[src/design/mm3_pkg.sv]
// Package for the MurmurHash3 (x86_32) string hash block.
// Holds the mixing constants, the controller-to-datapath command and status
// types, and the rotate helper. Depends on nothing.
`default_nettype none

package mm3_pkg;

	// Scramble and mixing constants of MurmurHash3 x86_32.
	localparam logic [31:0] MIX_C1  = 32'hcc9e2d51;
	localparam logic [31:0] MIX_C2  = 32'h1b873593;
	localparam logic [31:0] MIX_ADD = 32'he6546b64;
	localparam logic [31:0] FIN_M1  = 32'h85ebca6b;
	localparam logic [31:0] FIN_M2  = 32'hc2b2ae35;

	// Rotate amounts used by the scramble and the hash mix.
	localparam logic [4:0] ROT_K = 5'd15;
	localparam logic [4:0] ROT_H = 5'd13;

	// Commands issued by the controller to the datapath, one per cycle.
	typedef enum logic [3:0] {
		CMD_NONE,
		CMD_ACCEPT,
		CMD_TAIL_K1,
		CMD_K2,
		CMD_MIX,
		CMD_TAIL_X,
		CMD_FIN0,
		CMD_FIN1,
		CMD_FIN2
	} mm3_cmd_t;

	// Status returned by the datapath to the controller.
	typedef struct packed {
		logic word_full;  // three bytes held: the next byte completes a word
		logic phase_nz;   // leftover tail bytes are held
		logic out_free;   // output register can take a new result
	} mm3_status_t;

	// Left rotate of a 32-bit word.
	function automatic logic [31:0] rotl32(input logic [31:0] v, input logic [4:0] r);
		logic [5:0] rr;
		rr = 6'd32 - {1'b0, r};
		return (v << r) | (v >> rr);
	endfunction

endpackage

`default_nettype wire

[src/design/mm3_datapath.sv]
// Datapath of the MurmurHash3 block: word assembly, scramble, hash mix,
// finalisation and the output register. Driven by commands from mm3_ctrl.
// Depends on mm3_pkg.
`default_nettype none

module mm3_datapath (
	input  wire logic               clk,
	input  wire logic               arst_n,
	input  wire mm3_pkg::mm3_cmd_t  cmd,
	input  wire logic [7:0]         key_byte,
	input  wire logic               has_byte,
	output mm3_pkg::mm3_status_t    status,
	output logic                    out_valid,
	input  wire logic               out_ready,
	output logic [31:0]             hash_value
);
	import mm3_pkg::*;

	logic [23:0] partial_q;
	logic [1:0]  phase_q;
	logic [31:0] hash_q;
	logic [31:0] count_q;
	logic [31:0] work_q;
	logic [31:0] out_data_q;
	logic        out_valid_q;

	logic [31:0] mul_a;
	logic [31:0] mul_b;
	logic [31:0] mul_p;
	logic [31:0] mix_rot;
	logic [31:0] mix_sum;
	logic [31:0] fin_x;
	logic [23:0] byte_ins;

	// The single shared multiplier: operand selection by command.
	always_comb begin
		fin_x = hash_q ^ count_q;
		unique case (cmd)
			CMD_ACCEPT: begin
				mul_a = {key_byte, partial_q};
				mul_b = MIX_C1;
			end
			CMD_TAIL_K1: begin
				mul_a = {8'h00, partial_q};
				mul_b = MIX_C1;
			end
			CMD_K2: begin
				mul_a = rotl32(work_q, ROT_K);
				mul_b = MIX_C2;
			end
			CMD_FIN0: begin
				mul_a = fin_x ^ (fin_x >> 16);
				mul_b = FIN_M1;
			end
			CMD_FIN1: begin
				mul_a = work_q ^ (work_q >> 13);
				mul_b = FIN_M2;
			end
			default: begin
				mul_a = work_q;
				mul_b = 32'd1;
			end
		endcase
		mul_p = mul_a * mul_b;
	end

	// Hash mix: rotate, times five by shift and add, plus the constant.
	always_comb begin
		mix_rot  = rotl32(hash_q ^ work_q, ROT_H);
		mix_sum  = (mix_rot << 2) + mix_rot + MIX_ADD;
		byte_ins = 24'(key_byte) << {phase_q, 3'b000};
	end

	// Key state and work register.
	always_ff @(posedge clk or negedge arst_n) begin
		if (!arst_n) begin
			partial_q <= '0;
			phase_q   <= '0;
			hash_q    <= '0;
			count_q   <= '0;
			work_q    <= '0;
		end else begin
			unique case (cmd)
				CMD_ACCEPT: begin
					if (has_byte) begin
						if (phase_q == 2'd3) begin
							work_q    <= mul_p;
							partial_q <= '0;
							phase_q   <= '0;
						end else begin
							partial_q <= partial_q | byte_ins;
							phase_q   <= phase_q + 2'd1;
						end
						count_q <= count_q + 32'd1;
					end
				end
				CMD_TAIL_K1, CMD_K2, CMD_FIN0, CMD_FIN1: begin
					work_q <= mul_p;
				end
				CMD_MIX: begin
					hash_q <= mix_sum;
				end
				CMD_TAIL_X: begin
					hash_q <= hash_q ^ work_q;
				end
				CMD_FIN2: begin
					partial_q <= '0;
					phase_q   <= '0;
					hash_q    <= '0;
					count_q   <= '0;
				end
				default: begin
				end
			endcase
		end
	end

	// Output register: holds a result until the receiver takes it.
	always_ff @(posedge clk or negedge arst_n) begin
		if (!arst_n) begin
			out_valid_q <= 1'b0;
			out_data_q  <= '0;
		end else begin
			if (out_ready) begin
				out_valid_q <= 1'b0;
			end
			if (cmd == CMD_FIN2) begin
				out_valid_q <= 1'b1;
				out_data_q  <= work_q ^ (work_q >> 16);
			end
		end
	end

	assign status.word_full = (phase_q == 2'd3);
	assign status.phase_nz  = (phase_q != 2'd0);
	assign status.out_free  = !out_valid_q || out_ready;
	assign out_valid  = out_valid_q;
	assign hash_value = out_data_q;

	// With phase zero, the partial word holds no bytes.
	a_partial_clear: assert property (@(posedge clk) disable iff (!arst_n)
		(phase_q == 2'd0) |-> (partial_q == 24'd0))
		else $error("partial word holds bytes with phase zero");

	// A new result is never written over one still waiting.
	a_no_overwrite: assert property (@(posedge clk) disable iff (!arst_n)
		(out_valid_q && !out_ready) |=> (out_valid_q && $stable(out_data_q)))
		else $error("waiting result lost or changed");

	// Finalising clears the key length.
	a_count_clear: assert property (@(posedge clk) disable iff (!arst_n)
		(cmd == CMD_FIN2) |=> (count_q == 32'd0 && phase_q == 2'd0))
		else $error("key state not cleared after finalisation");

endmodule

`default_nettype wire

[src/design/mm3_ctrl.sv]
// Controller of the MurmurHash3 block: sequences acceptance, word mixing,
// tail handling and finalisation as commands to mm3_datapath.
// Depends on mm3_pkg.
`default_nettype none

module mm3_ctrl (
	input  wire logic                 clk,
	input  wire logic                 arst_n,
	input  wire logic                 in_valid,
	output logic                      in_ready,
	input  wire logic                 has_byte,
	input  wire logic                 last,
	input  wire mm3_pkg::mm3_status_t status,
	output mm3_pkg::mm3_cmd_t         cmd
);
	import mm3_pkg::*;

	typedef enum logic [3:0] {
		ST_IDLE,
		ST_K2,
		ST_MIX,
		ST_TK1,
		ST_TK2,
		ST_TX,
		ST_F0,
		ST_F1,
		ST_F2
	} state_t;

	state_t state_q;
	state_t state_d;
	logic   last_q;
	logic   accept;

	assign in_ready = (state_q == ST_IDLE);
	assign accept   = in_valid && in_ready;

	// Next state and the command for this cycle.
	always_comb begin
		state_d = state_q;
		cmd     = CMD_NONE;
		unique case (state_q)
			ST_IDLE: begin
				if (in_valid) begin
					cmd = CMD_ACCEPT;
					if (has_byte && status.word_full) begin
						state_d = ST_K2;
					end else if (last) begin
						state_d = ST_TK1;
					end
				end
			end
			ST_K2: begin
				cmd     = CMD_K2;
				state_d = ST_MIX;
			end
			ST_MIX: begin
				cmd     = CMD_MIX;
				state_d = last_q ? ST_TK1 : ST_IDLE;
			end
			ST_TK1: begin
				if (status.phase_nz) begin
					cmd     = CMD_TAIL_K1;
					state_d = ST_TK2;
				end else begin
					cmd     = CMD_FIN0;
					state_d = ST_F1;
				end
			end
			ST_TK2: begin
				cmd     = CMD_K2;
				state_d = ST_TX;
			end
			ST_TX: begin
				cmd     = CMD_TAIL_X;
				state_d = ST_F0;
			end
			ST_F0: begin
				cmd     = CMD_FIN0;
				state_d = ST_F1;
			end
			ST_F1: begin
				cmd     = CMD_FIN1;
				state_d = ST_F2;
			end
			ST_F2: begin
				if (status.out_free) begin
					cmd     = CMD_FIN2;
					state_d = ST_IDLE;
				end
			end
			default: begin
				state_d = ST_IDLE;
			end
		endcase
	end

	// State register and the latched end-of-key flag.
	always_ff @(posedge clk or negedge arst_n) begin
		if (!arst_n) begin
			state_q <= ST_IDLE;
			last_q  <= 1'b0;
		end else begin
			state_q <= state_d;
			if (accept) begin
				last_q <= last;
			end
		end
	end

	// A result is only produced when the output register is free.
	a_fin_free: assert property (@(posedge clk) disable iff (!arst_n)
		(cmd == CMD_FIN2) |-> status.out_free)
		else $error("finalisation issued while output full");

	// A completed word is scrambled in the following cycle.
	a_word_mix: assert property (@(posedge clk) disable iff (!arst_n)
		(accept && has_byte && status.word_full) |=> (cmd == CMD_K2))
		else $error("completed word not scrambled");

	// An item that neither completes a word nor ends the key leaves the input ready again in the next cycle.
	a_short_item: assert property (@(posedge clk) disable iff (!arst_n)
		(accept && !(has_byte && status.word_full) && !last) |=> in_ready)
		else $error("simple item did not return to idle");

endmodule

`default_nettype wire

[src/design/murmur3_string_hash.sv]
// MurmurHash3 x86_32 (seed 0) over a key streamed one byte per request.
//
// Input channel s_*: each request carries one key byte in s_tdata, a
// byte-present flag in s_tuser and the end of the key in s_tlast. A request
// with s_tuser low and s_tlast high closes the key without adding a byte
// (an empty key hashes to zero); with both low it is a no-op.
// Output channel m_*: one 32-bit hash per key, issued after its last request.
//
// A byte that completes a 4-byte word adds states K2 and MIX before the next
// request, as the word takes two constant multiplies on the single shared
// multiplier and then the hash mix. Finalisation after the last request runs
// TK1, F1, F2, or TK1, TK2, TX, F0, F1, F2 when tail bytes remain to scramble.
// The result sits in an output register; the next key can be accepted while
// it waits. If the receiver stalls, the block holds the result and stops
// only when a second result is ready to be written.
// Reset clears the key state and the output register; no clearing pass.
`default_nettype none

module murmur3_string_hash (
	input  wire logic        clk,
	input  wire logic        arst_n,
	input  wire logic        s_tvalid,
	output logic             s_tready,
	input  wire logic [7:0]  s_tdata,   // [7:0] key_byte
	input  wire logic [0:0]  s_tuser,   // [0] has_byte
	input  wire logic        s_tlast,   // last
	output logic             m_tvalid,
	input  wire logic        m_tready,
	output logic [31:0]      m_tdata    // [31:0] hash_value
);
	import mm3_pkg::*;

	mm3_cmd_t    cmd;
	mm3_status_t status;

	// Sequencer.
	mm3_ctrl u_ctrl (
		.clk      (clk),
		.arst_n   (arst_n),
		.in_valid (s_tvalid),
		.in_ready (s_tready),
		.has_byte (s_tuser[0]),
		.last     (s_tlast),
		.status   (status),
		.cmd      (cmd)
	);

	// Hash arithmetic and output register.
	mm3_datapath u_datapath (
		.clk        (clk),
		.arst_n     (arst_n),
		.cmd        (cmd),
		.key_byte   (s_tdata),
		.has_byte   (s_tuser[0]),
		.status     (status),
		.out_valid  (m_tvalid),
		.out_ready  (m_tready),
		.hash_value (m_tdata)
	);

endmodule

`default_nettype wire
[config.mk]
export PLATFORM = sky130hd
export DESIGN_NAME = murmur3_string_hash
export DESIGN_NICKNAME = d
export VERILOG_FILES = /design/src/design/mm3_pkg.sv /design/src/design/mm3_datapath.sv /design/src/design/mm3_ctrl.sv /design/src/design/murmur3_string_hash.sv
export SDC_FILE = /design/constraint.sdc
export NUM_CORES = 2
export LEC_CHECK = 0
export BUFFER_PORTS_ARGS = -buffer_cell sky130_fd_sc_hd__buf_2
export CELL_PAD_IN_SITES_DETAIL_PLACEMENT = 0
export CELL_PAD_IN_SITES_GLOBAL_PLACEMENT = 1
export CORE_UTILIZATION = 47
export CTS_BUF_LIST = sky130_fd_sc_hd__clkbuf_8
export DETAILED_ROUTE_END_ITERATION = 10
export HOLD_SLACK_MARGIN = 0.03
export PLACE_DENSITY = 0.77
export SETUP_SLACK_MARGIN = 0.02
export SKIP_CTS_REPAIR_TIMING = 1
export SLEW_MARGIN = 10
export SYNTH_ARGS = -nofsm -noshare
export SYNTH_HDL_FRONTEND = slang
export SYNTH_SLANG_ARGS = --single-unit
[constraint.sdc]
create_clock -name clk -period 7.9 [get_ports clk]
set_input_delay 2.37 -clock clk [delete_from_list [all_inputs] [get_ports clk]]
set_output_delay 2.37 -clock clk [all_outputs]
set_load 0.03 [all_outputs]
## Word-level counts from Yosys, hierarchy flattened

Index checks and enable logic that the tools add are counted.

- Bits in registers: 160
- Output and inout port bits: 34

- Shift operators: 1
- Multiplexer cells: 27
- Reductions and logical operators: 16
- Bitwise logic cells: 8
- $mul: 1
- $add $sub $neg: 4
- Equal/unequal tests: 22

Operators by type and width:

| cell | count |
|---|---|
| $pmux 32 s5 | 1 |
| $pmux 32 s2 | 2 |
| $pmux 32 s4 | 1 |
| $mux 32 | 3 |
| $pmux 32 s3 | 1 |
| $xor 32x16->32 | 2 |
| $xor 32x32->32 | 2 |
| $mux 24 | 2 |
| $pmux 24 s2 | 1 |
| $pmux 4 s9 | 1 |
| $add 32x1->32 const B | 1 |
| $add 32x32->32 | 1 |
| $add 32x32->32 const B | 1 |
| $eq 4x3->1 const B | 8 |
| $mul 32x32->32 | 1 |
| $or 32x13->32 | 1 |
| $or 32x15->32 | 1 |
| $pmux 4 s8 | 1 |
| $xor 32x19->32 | 1 |
| $or 24x24->24 | 1 |
| $shl 8x5->24 | 1 |
| $mux 4 | 5 |
| $eq 4x2->1 const B | 4 |
| $eq 4x1->1 const B | 2 |
| other kinds (19) | 34 |

## Depth between registers and ports, before layout

- Word-level depth: 11
- Gate-level depth with buffers: 39
- Depth with buffers taken out: 38

## Modules after synthesis

Synthesis repeated with hierarchy kept, for this count alone.

- Cell total of the unflattened synthesis: 2782
- Area, all modules: 24963.9 um^2

By module, submodules not included:

| module | instances | cells an instance | area an instance (um^2) | sequential area each (um^2) |
|---|---|---|---|---|
| mm3_datapath | 1 | 2742 | 24613.6 | 3878.7 |
| mm3_ctrl | 1 | 40 | 350.3 | 125.1 |

## Worst setup path before layout

Ideal clock, no wire load.

- Path kind: input-to-reg
- Start point: input port s_tvalid
- End point: register u_datapath.work_q[29]
- Arrival time: 9.818 ns
- Stages: 31
- Setup time: 0.133 ns
- Path slack: -2.052 ns
- Required time: 7.767 ns
- Path buffers: 2
- Cells stage by stage: nor3b_2 > o21a_4 > buf_4 > clkbuf_1 > a21oi_1 > nand2_1 > a21o_1 > and2_1 > fa_1 > fa_1 > fa_1 > inv_1 > fa_1 > inv_1 > fa_1 > fa_1 > fa_1 > inv_1 > fa_1 > inv_1 > ha_1 > a21o_1 > a21o_1 > a21o_1 > a21o_1 > a21o_1 > and2_1 > a311o_1 > a21oi_1 > xor2_1 > o21ai_0

- Longest elaborated chain between the ends: 9
- Elaborated cells between the ends (all ways): 19
- Classes of those cells: mul: 1; eq/ne: 7; mux: 7; reduce/logical: 4

Ends and longest elaborated chain:

| element | line | RTL |
|---|---|---|
| start, declared | murmur3_string_hash.sv:22 | `input wire logic s_tvalid,` |
| $mux 1 * | mm3_ctrl.sv:44 | `if (in_valid) begin` |
| $pmux 4 s8 * | mm3_ctrl.sv:42 | `unique case (state_q)` |
| $eq 4x2->1 / $eq 4x1->1 (equally long branches) | mm3_datapath.sv:38, mm3_datapath.sv:83 |  |
| $reduce_or 2->1 (no line) | -- |  |
| $pmux 32 s4 | mm3_datapath.sv:38 | `unique case (cmd)` |
| $mul 32x32->32 | mm3_datapath.sv:64 | `mul_p = mul_a * mul_b;` |
| $mux 32 | mm3_datapath.sv:86 | `if (phase_q == 2'd3) begin` |
| $mux 32 | mm3_datapath.sv:85 | `if (has_byte) begin` |
| $pmux 32 s2 | mm3_datapath.sv:83 | `unique case (cmd)` |
| end signal, assigned | mm3_datapath.sv:87 | `work_q <= mul_p;` |
| end signal, assigned | mm3_datapath.sv:98 | `work_q <= mul_p;` |
| end, declared | mm3_datapath.sv:23 | `logic [31:0] work_q;` |

Every way passes the cells marked *; elsewhere a longest branch is shown, timed or not. The select of a mux whose other input is x is not followed.
A chain may end at the register's enable or synchronous reset.

## Final worst setup path

- Start point: input port s_tvalid
- End point: register u_datapath.work_q[27]

Same word-level chain as after synthesis.

==> metrics.md <==
| Metric | Value |
|---|---|
| Xor/xnor share of the synthesized area | `8.715%` |
| Largest net degree at the start of global routing | `83` |
| Post-Syn Area | `25150 um^2` |
| Post-synthesis mux area share | `0.4725%` |
| Cells on worst reg2reg path | `35` |
| Number of global-route vias before repair | `22650` |
| Syn Nets | `3391` |
| Register area share after synthesis | `15.92%` |
| Mapped Avg Cell Area | `9.026 um^2` |
| Nets | `3947` |
| Post-DRT Antenna Nets | `0` |
| Unrepaired setup endpoints after global routing | `yes` |
| Worst min path class | `flop to flop` |
| CTS tree | `yes` |
| Main combinational cell family by area after synthesis | `adder cells` |
| Crit path launch | `s_tvalid` |
| Synth unique cells | `90` |
| CP max FO | `6` |
| Yosys reg bits | `160` |
| Post-Place Cell Area | `30260 um^2` |
| Required @ worst endpoint | `8.27 ns` |
| Hold Path Sink | `u_datapath.hash_value[18]` |
| Setup crit end kind | `flop` |
| Gp weighted congestion | `1.132` |
| Final Hold Viols | `0` |
| Root buf cell | `clkbuf_8` |
| Starting Density | `47.68%` |
| Worst setup margin | `-1.504 ns` |
| Core box area | `52760 um^2` |
| Failing checks | `negative setup slack` |
| DRC errors left | `0` |
| Port Buf Inserts | `47` |
| Synth Area in Adders | `41.43%` |
| Final setup viols | `21` |
| Grt ovf | `0` |
| # IOs | `48` |
| Design Area, Final | `31480 um^2` |
| CP max stage cell | `fa_2` |
| Hold Path Origin | `u_datapath.hash_value[18]` |
| Routed via count | `22180` |
| Simple-Gate Fraction of Synth Area | `11.48%` |
| Clock skew | `0.02063 ns` |
| Inserted Clock Buffers | `17` |
| Clock latency on the worst-skew pair | `0.50 ns` |
| Actual slew at the worst max-slew pin | `1.209 ns` |
| Dpl ws | `-2.502 ns` |
| Sink Count | `160` |
| Routed vias/inst | `5.482` |
| Top FF cell, synth | `dfrtp_1` |
| DRT Wirelength | `110200 um` |
| Status | `complete, but fails checks` |
| Max_cap viols | `0` |
| Startpoint Class | `input port` |
| Worst r2r src | `u_datapath.phase_q[0]` |
| Compound-Gate Fraction of Synth Area | `10.75%` |
| Clk pin slew, worst setup/hold paths | `0.10 ns` |
| Setup CP Type | `input port to flop` |
| Layout cells sized above 1 | `26.46%` |
| Post-DP HPWL | `95560 um` |
| Total GRT Usage | `41.52%` |
| Final Max Slew Viols | `0` |
| DRT iter0 DRCs | `1817` |
| R2R setup slack | `-0.51 ns` |
| H-Tree Depth | `4` |
| Slew HR | `18.56%` |
| Post-synth EDFFs | `0` |
| Crit Reg-Reg Endpoint | `u_datapath.work_q[27]` |
| Antenna violations before repair | `2` |
| Pre-antenna DRT Iters | `6` |
| Yosys Warn Count | `0` |
| First-pass GRT wire length | `156300 um` |
| Std cell rows | `84` |
| Area grow syn2layout | `25.15%` |
| Max incr delay on CP | `0.60 ns` |
| Maximum clock frequency | `106.3 MHz` |
| Die area | `54450 um^2` |
| Avg WL per Cell | `27.25 um` |
| Die Span X | `233.3 um` |
| Final worst-path cycle share | `119.0%` |
| Final cell count without fillers | `4045` |
| Placed cells | `3991` |
| Clock Path Buffers | `2` |
| Post-synthesis cell count | `2787` |
| Post-Route Utilization | `59.67%` |
| Worst EP arrival | `9.77 ns` |
| Tmin final | `9.404 ns` |
| Die Ht | `233.3 um` |
| Ys async rst share | `100.0%` |
| Hold path cells | `2` |
-- per-layer routing --
metal / global-route usage (%) / share of wire (%)
met5: 0 / 0.027
met2: 65.16 / 45
met1: 51.93 / 39
met4: 27.02 / 8.2
met3: 8.594 / 7.9
-- logic make-up after synthesis --
group                    Yosys count
AO/OA/AOI/OAI                    437
XOR/XNOR                         240
adder cells (fa/ha/maj)          590
buffers and inverters            731
flip-flops                       160
multiplexers                      11
AND/OR/NAND/NOR                  618
-- final cells by class --
cell class	count	area, um^2
Fill cell	4751	21280
Clock buffer	17	234.0
Tap cell	688	860.8
Timing Repair Buffer	635	4793
Multi-Input combinational cell	1896	19030
Clock inverter	15	172.7
Sequential cell	160	4004
Antenna cell	1	2.502
Inverter	633	2381
-- cells in the mapped netlist, types with 7 or more instances --
cell / instances / area, um^2
o21bai_1: 9 / 67.56
ha_1: 185 / 2315
a21oi_1: 137 / 685.7
a21o_1: 40 / 300.3
nand2_1: 245 / 919.6
nor3b_1: 17 / 127.6
and2_1: 27 / 168.9
o21a_1: 10 / 75.07
xor2_1: 99 / 867.1
a211oi_1: 10 / 75.07
a22o_1: 13 / 113.9
clkbuf_1: 69 / 259.0
nand3_1: 27 / 135.1
buf_2: 12 / 60.06
dfrtp_1: 160 / 4004
xnor2_1: 134 / 1174
nand2b_1: 20 / 125.1
nand4_1: 9 / 56.30
mux2_2: 7 / 78.83
nor2_1: 189 / 709.4
a31oi_1: 7 / 43.79
and3_1: 18 / 112.6
nor3_1: 9 / 45.04
o21ai_0: 138 / 690.7
inv_1: 626 / 2350
o211ai_1: 9 / 67.56
fa_1: 405 / 8108
-- critical path: cells and delay by family --
| kind | cells | cell delay [ns] |
|---|---|---|
| adders and majority gates | 9 | 4.48 |
| AOI/OAI and AO/OA | 8 | 1.40 |
| buffers and inverters | 10 | 0.82 |
| and+or+nand+nor | 4 | 0.46 |
| xor gates and xnor gates | 1 | 0.19 |
-- state kept, by name, indices dropped and copies added, names as in the netlist --
name                   count
u_ctrl.last_q              1
u_ctrl.state_q             4
u_datapath.count_q        32
u_datapath.hash_q         32
u_datapath.hash_value     32
u_datapath.out_valid       1
u_datapath.partial_q      24
u_datapath.phase_q         2
u_datapath.work_q         32
-- placed cells by master, fill, tap and decap left out, types with 9 or more instances in the layout --
master / Yosys / final
buf_4: 6 / 570
a21oi_1: 137 / 110
ha_4: 0 / 11
nor2_1: 189 / 180
xnor2_1: 134 / 130
nand4_1: 9 / 9
o21ai_0: 138 / 122
a22o_1: 13 / 13
buf_2: 12 / 45
a21o_1: 40 / 39
inv_1: 626 / 600
o21a_1: 10 / 9
nand3_1: 27 / 25
xor2_1: 99 / 98
inv_2: 5 / 31
o21ai_1: 2 / 14
nand2_1: 245 / 231
fa_1: 405 / 365
clkbuf_8: 0 / 17
o211ai_1: 9 / 9
ha_1: 185 / 174
and3_1: 18 / 16
dfrtp_1: 160 / 160
a21oi_2: 1 / 22
fa_2: 0 / 40
nor3b_1: 17 / 17
nand2_2: 6 / 18
and2_1: 27 / 22
buf_6: 5 / 11
nand2b_1: 20 / 19
-- how the worst max path moves through the flow --
stage / end / slack (ns)
floorplan: u_datapath.work_q[29] / -1.56
global placement: u_datapath.work_q[29] / -2.45
detailed placement: u_datapath.work_q[30] / -2.50
CTS: u_datapath.work_q[30] / -2.02
global route: u_datapath.work_q[29] / -1.71
finish: u_datapath.work_q[27] / -1.50
-- stage by stage --
stage | hold slack [ns] | setup TNS [ns]
2_1_floorplan | 0.4623 | -18.93
6_report | 0.4804 | -21.62
4_1_cts | 0.4804 | -28.60
3_3_place_gp | 0.4538 | -39.68
5_1_grt | 0.5170 | -25.82
3_5_place_dp | 0.4585 | -40.13
Power is not shown: default switching activity piles up to over one toggle a cycle in this logic, so the estimate is an artifact.
